File: src/rtl/blsel_pkg.sv
// Package for the backlight level selector: sizes, command and status codes,
// controller state type and the result bundle. No dependencies.
package blsel_pkg;

  localparam int unsigned TableDepth = 32;
  localparam int unsigned AddrW      = $clog2(TableDepth);
  localparam int unsigned CntW       = $clog2(TableDepth + 1);
  localparam int unsigned LvlW       = 8;
  localparam int unsigned IdxOutW    = 5;
  localparam int unsigned CntOutW    = 6;

  typedef enum logic [1:0] {
    CMD_CLEAR   = 2'd0,
    CMD_INSERT  = 2'd1,
    CMD_REPORT  = 2'd2,
    CMD_REQUEST = 2'd3
  } cmd_e;

  typedef enum logic [1:0] {
    ST_OK    = 2'd0,
    ST_EMPTY = 2'd1,
    ST_FULL  = 2'd2
  } status_e;

  typedef enum logic [2:0] {
    S_IDLE,
    S_INS_RD,
    S_INS_CHK,
    S_REQ_RD,
    S_REQ_CHK,
    S_FET_RD,
    S_FET_DATA,
    S_OUT
  } state_e;

  typedef struct packed {
    status_e              status;
    logic [IdxOutW-1:0]   chosen_index;
    logic [LvlW-1:0]      current_level;
    logic [LvlW-1:0]      max_level;
    logic [CntOutW-1:0]   entry_count;
  } result_t;

endpackage

File: src/rtl/blsel_ram.sv
// Generic single-write, single-read RAM with registered read data.
// No dependencies.
module blsel_ram #(
  parameter int unsigned Width = 8,
  parameter int unsigned Depth = 32
) (
  input  logic                     clk_i,
  input  logic                     we_i,
  input  logic [$clog2(Depth)-1:0] waddr_i,
  input  logic [Width-1:0]         wdata_i,
  input  logic [$clog2(Depth)-1:0] raddr_i,
  output logic [Width-1:0]         rdata_o
);

  logic [Width-1:0] mem_q [Depth];
  logic [Width-1:0] rdata_q;

  always_ff @(posedge clk_i) begin
    if (we_i) begin
      mem_q[waddr_i] <= wdata_i;
    end
    rdata_q <= mem_q[raddr_i];
  end

  assign rdata_o = rdata_q;

endmodule

File: src/rtl/blsel_ctrl.sv
// Sequencer for the level table: insertion-sort shifts, nearest-entry scan,
// clamping and the summary registers. Depends on blsel_pkg.
module blsel_ctrl (
  input  logic                          clk_i,
  input  logic                          rst_ni,
  input  logic                          in_valid_i,
  output logic                          in_stall_o,
  input  logic [1:0]                    command_i,
  input  logic [blsel_pkg::LvlW-1:0]    level_value_i,
  output logic                          ram_we_o,
  output logic [blsel_pkg::AddrW-1:0]   ram_waddr_o,
  output logic [blsel_pkg::LvlW-1:0]    ram_wdata_o,
  output logic [blsel_pkg::AddrW-1:0]   ram_raddr_o,
  input  logic [blsel_pkg::LvlW-1:0]    ram_rdata_i,
  input  logic                          out_busy_i,
  output logic                          res_load_o,
  output blsel_pkg::result_t            res_o
);

  blsel_pkg::state_e                state_q, state_d;
  blsel_pkg::status_e               status_q, status_d;
  logic [blsel_pkg::LvlW-1:0]       lv_q, lv_d;
  logic [blsel_pkg::LvlW-1:0]       prev_q, prev_d;
  logic [blsel_pkg::LvlW-1:0]       cur_q, cur_d;
  logic [blsel_pkg::LvlW-1:0]       first_q, first_d;
  logic [blsel_pkg::LvlW-1:0]       last_q, last_d;
  logic [blsel_pkg::CntW-1:0]       ptr_q, ptr_d;
  logic [blsel_pkg::CntW-1:0]       count_q, count_d;
  logic [blsel_pkg::AddrW-1:0]      idx_q, idx_d;

  blsel_pkg::cmd_e                  cmd;
  logic                             accept;
  logic                             is_full;
  logic                             is_empty;
  logic [blsel_pkg::CntW-1:0]       ptr_nx;
  logic [blsel_pkg::LvlW-1:0]       diff;
  logic [blsel_pkg::LvlW-1:0]       mid;
  logic                             hit;
  logic [blsel_pkg::AddrW-1:0]      hit_idx;
  logic [blsel_pkg::LvlW-1:0]       hit_val;
  logic [blsel_pkg::AddrW-1:0]      adj_idx;

  assign cmd      = blsel_pkg::cmd_e'(command_i);
  assign accept   = in_valid_i && (state_q == blsel_pkg::S_IDLE);
  assign is_full  = (count_q == blsel_pkg::CntW'(blsel_pkg::TableDepth));
  assign is_empty = (count_q == '0);
  assign ptr_nx   = ptr_q + 1'b1;
  assign diff     = ram_rdata_i - prev_q;
  assign mid      = prev_q + {1'b0, diff[blsel_pkg::LvlW-1:1]};

  // scan decision on the entry just read
  always_comb begin
    hit     = 1'b0;
    hit_idx = ptr_q[blsel_pkg::AddrW-1:0];
    hit_val = ram_rdata_i;
    if (ptr_q == '0 && lv_q < ram_rdata_i) begin
      hit = 1'b1;
    end else if (ptr_q != '0 && lv_q <= ram_rdata_i) begin
      hit = 1'b1;
      if (lv_q <= mid) begin
        hit_idx = blsel_pkg::AddrW'(ptr_q - 1'b1);
        hit_val = prev_q;
      end
    end else if (ptr_nx == count_q) begin
      hit = 1'b1;
    end
    adj_idx = hit_idx;
    if (hit_val == cur_q) begin
      if (lv_q > cur_q && (blsel_pkg::CntW'(hit_idx) + 1'b1) < count_q) begin
        adj_idx = hit_idx + 1'b1;
      end else if (lv_q < cur_q && hit_idx != '0) begin
        adj_idx = hit_idx - 1'b1;
      end
    end
  end

  // next state
  always_comb begin
    state_d = state_q;
    case (state_q)
      blsel_pkg::S_IDLE: begin
        if (accept) begin
          case (cmd)
            blsel_pkg::CMD_INSERT:  state_d = is_full ? blsel_pkg::S_OUT
                                                      : blsel_pkg::S_INS_RD;
            blsel_pkg::CMD_REQUEST: state_d = is_empty ? blsel_pkg::S_OUT
                                                       : blsel_pkg::S_REQ_RD;
            default:                state_d = blsel_pkg::S_OUT;
          endcase
        end
      end
      blsel_pkg::S_INS_RD: begin
        state_d = (ptr_q == '0) ? blsel_pkg::S_OUT : blsel_pkg::S_INS_CHK;
      end
      blsel_pkg::S_INS_CHK: begin
        state_d = (ram_rdata_i > lv_q) ? blsel_pkg::S_INS_RD : blsel_pkg::S_OUT;
      end
      blsel_pkg::S_REQ_RD:   state_d = blsel_pkg::S_REQ_CHK;
      blsel_pkg::S_REQ_CHK: begin
        state_d = hit ? blsel_pkg::S_FET_RD : blsel_pkg::S_REQ_RD;
      end
      blsel_pkg::S_FET_RD:   state_d = blsel_pkg::S_FET_DATA;
      blsel_pkg::S_FET_DATA: state_d = blsel_pkg::S_OUT;
      blsel_pkg::S_OUT: begin
        if (!out_busy_i) begin
          state_d = blsel_pkg::S_IDLE;
        end
      end
      default: state_d = blsel_pkg::S_IDLE;
    endcase
  end

  // datapath and outputs
  always_comb begin
    status_d    = status_q;
    lv_d        = lv_q;
    prev_d      = prev_q;
    cur_d       = cur_q;
    first_d     = first_q;
    last_d      = last_q;
    ptr_d       = ptr_q;
    count_d     = count_q;
    idx_d       = idx_q;
    ram_we_o    = 1'b0;
    ram_waddr_o = ptr_q[blsel_pkg::AddrW-1:0];
    ram_wdata_o = lv_q;
    ram_raddr_o = ptr_q[blsel_pkg::AddrW-1:0];
    res_load_o  = 1'b0;
    case (state_q)
      blsel_pkg::S_IDLE: begin
        if (accept) begin
          status_d = blsel_pkg::ST_OK;
          lv_d     = level_value_i;
          ptr_d    = '0;
          case (cmd)
            blsel_pkg::CMD_CLEAR: count_d = '0;
            blsel_pkg::CMD_INSERT: begin
              if (is_full) begin
                status_d = blsel_pkg::ST_FULL;
              end else begin
                ptr_d   = count_q;
                count_d = count_q + 1'b1;
                if (is_empty) begin
                  first_d = level_value_i;
                  last_d  = level_value_i;
                end else begin
                  if (level_value_i < first_q) first_d = level_value_i;
                  if (level_value_i > last_q)  last_d  = level_value_i;
                end
              end
            end
            blsel_pkg::CMD_REPORT: begin
              if (is_empty) begin
                status_d = blsel_pkg::ST_EMPTY;
              end else if (level_value_i < first_q) begin
                cur_d = first_q;
              end else if (level_value_i > last_q) begin
                cur_d = last_q;
              end else begin
                cur_d = level_value_i;
              end
            end
            default: begin
              if (is_empty) status_d = blsel_pkg::ST_EMPTY;
            end
          endcase
        end
      end
      blsel_pkg::S_INS_RD: begin
        if (ptr_q == '0) begin
          ram_we_o    = 1'b1;
          ram_waddr_o = '0;
          ram_wdata_o = lv_q;
        end else begin
          ram_raddr_o = blsel_pkg::AddrW'(ptr_q - 1'b1);
        end
      end
      blsel_pkg::S_INS_CHK: begin
        ram_we_o = 1'b1;
        if (ram_rdata_i > lv_q) begin
          ram_wdata_o = ram_rdata_i;
          ptr_d       = ptr_q - 1'b1;
        end
      end
      blsel_pkg::S_REQ_CHK: begin
        if (hit) begin
          idx_d = adj_idx;
        end else begin
          prev_d = ram_rdata_i;
          ptr_d  = ptr_nx;
        end
      end
      blsel_pkg::S_FET_RD:   ram_raddr_o = idx_q;
      blsel_pkg::S_FET_DATA: cur_d = ram_rdata_i;
      blsel_pkg::S_OUT:      res_load_o = !out_busy_i;
      default: ;
    endcase
  end

  always_ff @(posedge clk_i or negedge rst_ni) begin
    if (!rst_ni) begin
      state_q  <= blsel_pkg::S_IDLE;
      status_q <= blsel_pkg::ST_OK;
      cur_q    <= '0;
      count_q  <= '0;
      idx_q    <= '0;
      ptr_q    <= '0;
    end else begin
      state_q  <= state_d;
      status_q <= status_d;
      cur_q    <= cur_d;
      count_q  <= count_d;
      idx_q    <= idx_d;
      ptr_q    <= ptr_d;
    end
  end

  always_ff @(posedge clk_i) begin
    lv_q    <= lv_d;
    prev_q  <= prev_d;
    first_q <= first_d;
    last_q  <= last_d;
  end

  assign in_stall_o          = (state_q != blsel_pkg::S_IDLE);
  assign res_o.status        = status_q;
  assign res_o.chosen_index  = blsel_pkg::IdxOutW'(idx_q);
  assign res_o.current_level = cur_q;
  assign res_o.max_level     = is_empty ? '0 : last_q;
  assign res_o.entry_count   = blsel_pkg::CntOutW'(count_q);

endmodule

File: src/rtl/blsel_out.sv
// Output register for result beats, holds a beat while the sink stalls.
// Depends on blsel_pkg.
module blsel_out (
  input  logic                          clk_i,
  input  logic                          rst_ni,
  input  logic                          load_i,
  input  blsel_pkg::result_t            res_i,
  output logic                          busy_o,
  output logic                          out_valid_o,
  input  logic                          out_stall_i,
  output blsel_pkg::result_t            res_o
);

  logic               valid_q, valid_d;
  blsel_pkg::result_t res_q;

  assign busy_o = valid_q && out_stall_i;

  always_comb begin
    valid_d = valid_q;
    if (load_i) begin
      valid_d = 1'b1;
    end else if (!out_stall_i) begin
      valid_d = 1'b0;
    end
  end

  always_ff @(posedge clk_i or negedge rst_ni) begin
    if (!rst_ni) begin
      valid_q <= 1'b0;
    end else begin
      valid_q <= valid_d;
    end
  end

  always_ff @(posedge clk_i) begin
    if (load_i) begin
      res_q <= res_i;
    end
  end

  assign out_valid_o = valid_q;
  assign res_o       = res_q;

endmodule

File: src/rtl/backlight_level_selector_top.sv
// Backlight level selector: one beat in, one result beat out, table in RAM.
// Clear, report, full insert and empty request go straight to the output state.
// An insert shifts larger entries up one by one; a request scans from index 0.
// One item at a time: input stalls until the result is loaded; the RAM has one port each.
// Reset clears control, count, current level and index; table RAM is not cleared.
// Depends on blsel_pkg, blsel_ram, blsel_ctrl, blsel_out.
module backlight_level_selector_top (
  input  logic        clk_i,
  input  logic        rst_ni,
  input  logic        in_valid_i,
  output logic        in_stall_o,
  input  logic [1:0]  command_i,
  input  logic [7:0]  level_value_i,
  output logic        out_valid_o,
  input  logic        out_stall_i,
  output logic [1:0]  status_o,
  output logic [4:0]  chosen_index_o,
  output logic [7:0]  current_level_o,
  output logic [7:0]  max_level_o,
  output logic [5:0]  entry_count_o
);

  logic                          ram_we;
  logic [blsel_pkg::AddrW-1:0]   ram_waddr;
  logic [blsel_pkg::LvlW-1:0]    ram_wdata;
  logic [blsel_pkg::AddrW-1:0]   ram_raddr;
  logic [blsel_pkg::LvlW-1:0]    ram_rdata;
  logic                          out_busy;
  logic                          res_load;
  blsel_pkg::result_t            res_next;
  blsel_pkg::result_t            res_out;

  blsel_ram #(
    .Width (blsel_pkg::LvlW),
    .Depth (blsel_pkg::TableDepth)
  ) u_table (
    .clk_i   (clk_i),
    .we_i    (ram_we),
    .waddr_i (ram_waddr),
    .wdata_i (ram_wdata),
    .raddr_i (ram_raddr),
    .rdata_o (ram_rdata)
  );

  blsel_ctrl u_ctrl (
    .clk_i         (clk_i),
    .rst_ni        (rst_ni),
    .in_valid_i    (in_valid_i),
    .in_stall_o    (in_stall_o),
    .command_i     (command_i),
    .level_value_i (level_value_i),
    .ram_we_o      (ram_we),
    .ram_waddr_o   (ram_waddr),
    .ram_wdata_o   (ram_wdata),
    .ram_raddr_o   (ram_raddr),
    .ram_rdata_i   (ram_rdata),
    .out_busy_i    (out_busy),
    .res_load_o    (res_load),
    .res_o         (res_next)
  );

  blsel_out u_out (
    .clk_i       (clk_i),
    .rst_ni      (rst_ni),
    .load_i      (res_load),
    .res_i       (res_next),
    .busy_o      (out_busy),
    .out_valid_o (out_valid_o),
    .out_stall_i (out_stall_i),
    .res_o       (res_out)
  );

  assign status_o        = res_out.status;
  assign chosen_index_o  = res_out.chosen_index;
  assign current_level_o = res_out.current_level;
  assign max_level_o     = res_out.max_level;
  assign entry_count_o   = res_out.entry_count;

endmodule
File: config.mk
export PLATFORM = sky130hd
export DESIGN_NAME = backlight_level_selector_top
export DESIGN_NICKNAME = d
export VERILOG_FILES = /design/src/rtl/blsel_pkg.sv /design/src/rtl/blsel_ram.sv /design/src/rtl/blsel_ctrl.sv /design/src/rtl/blsel_out.sv /design/src/rtl/backlight_level_selector_top.sv
export SDC_FILE = /design/constraint.sdc
export NUM_CORES = 1
export LEC_CHECK = 0
export ABC_AREA = 1
export BUFFER_PORTS_ARGS = -buffer_cell sky130_fd_sc_hd__buf_2
export CORE_MARGIN = 1.5
export CORE_UTILIZATION = 60
export DETAILED_ROUTE_END_ITERATION = 10
export PLACE_DENSITY = 0.77
export SLEW_MARGIN = 20
export SYNTH_ARGS = -nofsm -noshare
export SYNTH_HDL_FRONTEND = slang
export SYNTH_SLANG_ARGS = --single-unit
export TNS_END_PERCENT = 1
File: constraint.sdc
create_clock -name clk_i -period 7.34 [get_ports clk_i]
set_clock_uncertainty 0.05 [all_clocks]
set_input_delay 0 -clock clk_i [delete_from_list [all_inputs] [get_ports clk_i]]
set_output_delay 0 -clock clk_i [all_outputs]
set_load 0.02 [all_outputs]
==> flow_metrics.py <==
metrics = {
    "setup_path": {
        "crit_fanout": 11,
        "r2r_slack_ps": 850,
        "cp.arrival_ps": 6900,
        "r2r_cells": 37,
        "startpoint": "u_ctrl.prev_q[2]",
        "slowest_stage": "a211oi_1",
        "critPathLaunchType": "flop",
        "regToRegEndpoint": "u_ctrl.idx_q[0]",
        "crit_type": "reg2reg",
        "endpoint": "u_ctrl.idx_q[0]",
        "end_kind": "flop",
        "max_stage_delay_ps": 420,
        "r2r-start": "u_ctrl.prev_q[2]",
        "crit_top_cell": "nand2_1",
        "worst_ep_required_time_ps": 7750,
    },
    "sta": {
        "finalCritPeriodShare": 0.885,
        "finalWorstSetupSlack_ps": 847,
        "rsz0062_at_grt": "no",
        "finalHoldViolations": 0,
        "slew-limit-headroom": 0.240,
        "holdWs_ps": 39.0,
        "max_clock_freq_ghz": 0.154,
        "setup_viol": 0,
        "final_max_slew_viol_count": 0,
        "fin_crit_ps": 6490,
        "tightestPinTransition_ps": 1140,
        "tns_ps": 0,
    },
    "clock_network": {
        "cts_max_level": 2,
        "clk_pin_slew_ps": 70,
        "cts_setup_buffers": 0,
        "clock_latency_ps": 530,
        "cts_tree": "yes",
        "cts_buffer_depth": 3,
        "cts-root-buf": "clkbuf_16",
        "cts.sinks": 356,
        "numCtsBuffers": 38,
    },
    "yosys": {
        "ys.flop_type": "edfxtp_1",
        "netlist_area_mm2": 0.0170,
        "yosysMostFrequentCell": "edfxtp_1",
        "synth_top_cell_by_area": "edfxtp_1",
        "syn-num-nets": 1617,
        "synthCells": 1533,
        "synth_async_sr_flop_share": 0.0871,
        "avgSynthCellArea_um2": 11.1,
        "ys_seq_area_frac": 0.615,
        "yosysTopAreaCellShare": 0.560,
        "ys_ff_latch": 356,
        "ys_types": 51,
        "synth-edff-count": 317,
        "synth_area_leaders": "edfxtp_1 (56%), o211ai_1 (6.0%), ha_1 (5.0%)",
        "yosys_warnings": 0,
        "synth_commonest_cells": "edfxtp_1 (317), nand2_1 (200), nor2_1 (162)",
    },
    "floorplan": {
        "num_rows": 61,
        "design.core.area_mm2": 0.0279,
        "die_w_um": 171,
        "io_pins": 45,
        "start_util": 0.610,
        "fp.dieH_um": 171,
        "die_area_mm2": 0.0293,
    },
    "global_routing": {
        "grt_max_degree": 85,
        "grt_pass1_wl_mm": 63.1,
        "antenna_found_initial": 0,
        "first_global_vias": 11600,
        "track_usage": 0.282,
        "grt_overflow": 0,
    },
    "placed_design": {
        "placed_area_mm2": 0.0175,
        "gp_congestion": 0.950,
        "dp_slack_ps": 802,
        "portBuffers": 44,
        "hpwl_mm": 25.6,
    },
    "routing": {
        "drtIter0Drc": 1312,
        "drc": 0,
        "dr.pass1.iters": 7,
        "ant_nets": 0,
        "viasPerCell": 5.92,
        "wl_per_cell_um": 20.0,
        "vias": 11800,
        "routed_wl_mm": 39.9,
    },
    "final_layout": {
        "nets": 1673,
        "drive_gt1_frac": 0.0983,
        "antenna-diode-count": 0,
        "multi_input_area_mm2": 0.00571,
        "syn_to_final_growth_pct": 10.9,
        "n_fill_cell": 2067,
        "regArea_mm2": 0.0105,
        "fin_area_mm2": 0.0188,
    },
    "status": {
        "status": "finished clean",
    },
    "hold_path": {
        "hold_class": "in2async",
    },
    "flow_run": {
        "cap_viol_max_count": 0,
    },
}
through the flow:
stage,util,cells
2_1_floorplan,-,1533
3_3_place_gp,0.629,1912
3_5_place_dp,0.629,1912
4_1_cts,0.676,1995
5_1_grt,0.676,1996
6_report,0.676,1996
layout make-up:
type	count	area share
Timing Repair Buffer	77	0.0267
Clock buffer	49	0.0538
Multi-Input combinational cell	976	0.303
Tap cell	378	0.0251
Clock inverter	20	0.00771
Sequential cell	356	0.555
Inverter	140	0.0280
flip-flops by register name, indices dropped and copies added (netlist names):
signal	flops
u_ctrl.state_q	3
u_out.out_valid_o	1
u_ctrl.ptr_q	6
u_ctrl.first_q	8
u_ctrl.status_q	2
u_ctrl.lv_q	8
u_out.res_o	29
u_ctrl.prev_q	8
u_ctrl.idx_q	5
u_ctrl.count_q	6
u_ctrl.cur_q	8
u_table.mem_q	256
u_ctrl.last_q	8
u_table.rdata_o	8
logic make-up (layout without fill, tap and decap cells):
logic type / Yosys count / in the layout / share of synthesized area
flip-flops: 356 / 356 / 0.615
AND/OR/NAND/NOR: 542 / 542 / 0.142
XOR/XNOR: 21 / 21 / 0.0108
AO/OA/AOI/OAI: 343 / 343 / 0.128
buffers and inverters: 201 / 286 / 0.0505
adder cells (fa/ha/maj): 70 / 70 / 0.0524
how the worst min path moves through the flow:
stage            from  slack (ps)  cells after the start           endpoint
3_3_place_gp   rst_ni          80                      1  u_ctrl.count_q[5]
3_5_place_dp   rst_ni          70                      1  u_ctrl.count_q[4]
5_1_grt        rst_ni         120                      2  u_ctrl.count_q[4]
6_report       rst_ni          40                      2    u_ctrl.ptr_q[4]
2_1_floorplan  rst_ni        -350                      0  u_ctrl.count_q[0]
4_1_cts        rst_ni          50                      2    u_ctrl.ptr_q[4]
critical path, delay by kind of cell, from the launching register on:
family                     cells  cell delay, ps
AOI/OAI and AO/OA              8            1690
xor gates and xnor gates       3             470
adders and majority gates      5            1450
buffers and inverters          4             310
DFF                            1             370
and+or+nand+nor               17            2070
repair_timing:
| item | in CTS | in global routing |
|---|---|---|
| hold buffers | 14 | 0 |
| setup endpoints to repair | 0 | 3 |
| hold endpoints to repair | 74 | 0 |
| gates resized for setup | 0 | 1 |
per-layer routing:
metal / track usage / up-vias / wire, µm
met2: 0.475 / 472 / 19500
met1: 0.385 / 5661 / 16900
met3: 0.0292 / 81 / 2400
li1: - / 5593 / -
met5: 0 / - / 0
met4: 0.0934 / 0 / 1140
cell usage in the layout (no fill, tap or decap), drive strengths merged, types with 3 or more instances in the layout:
cell type / synthesis / routed
nor3: 8 / 8
o21ai: 117 / 117
edfxtp: 317 / 317
xnor2: 9 / 9
dlygate4sd3: 0 / 14
nand3: 87 / 87
xor2: 12 / 12
nand4: 7 / 7
a21o: 3 / 3
clkinv: 0 / 16
ha: 68 / 68
a31oi: 3 / 3
o211ai: 136 / 136
inv: 140 / 141
o22ai: 10 / 10
or2: 66 / 66
dfrtp: 31 / 31
buf: 40 / 62
dfxtp: 8 / 8
a21oi: 50 / 50
o21a: 10 / 10
nand2: 202 / 202
o221ai: 7 / 7
clkbuf: 21 / 50
nor2: 168 / 168
Power is left out: the tool's default activity adds up to more than one toggle a clock period on the data nets, which glitch-free logic cannot reach.
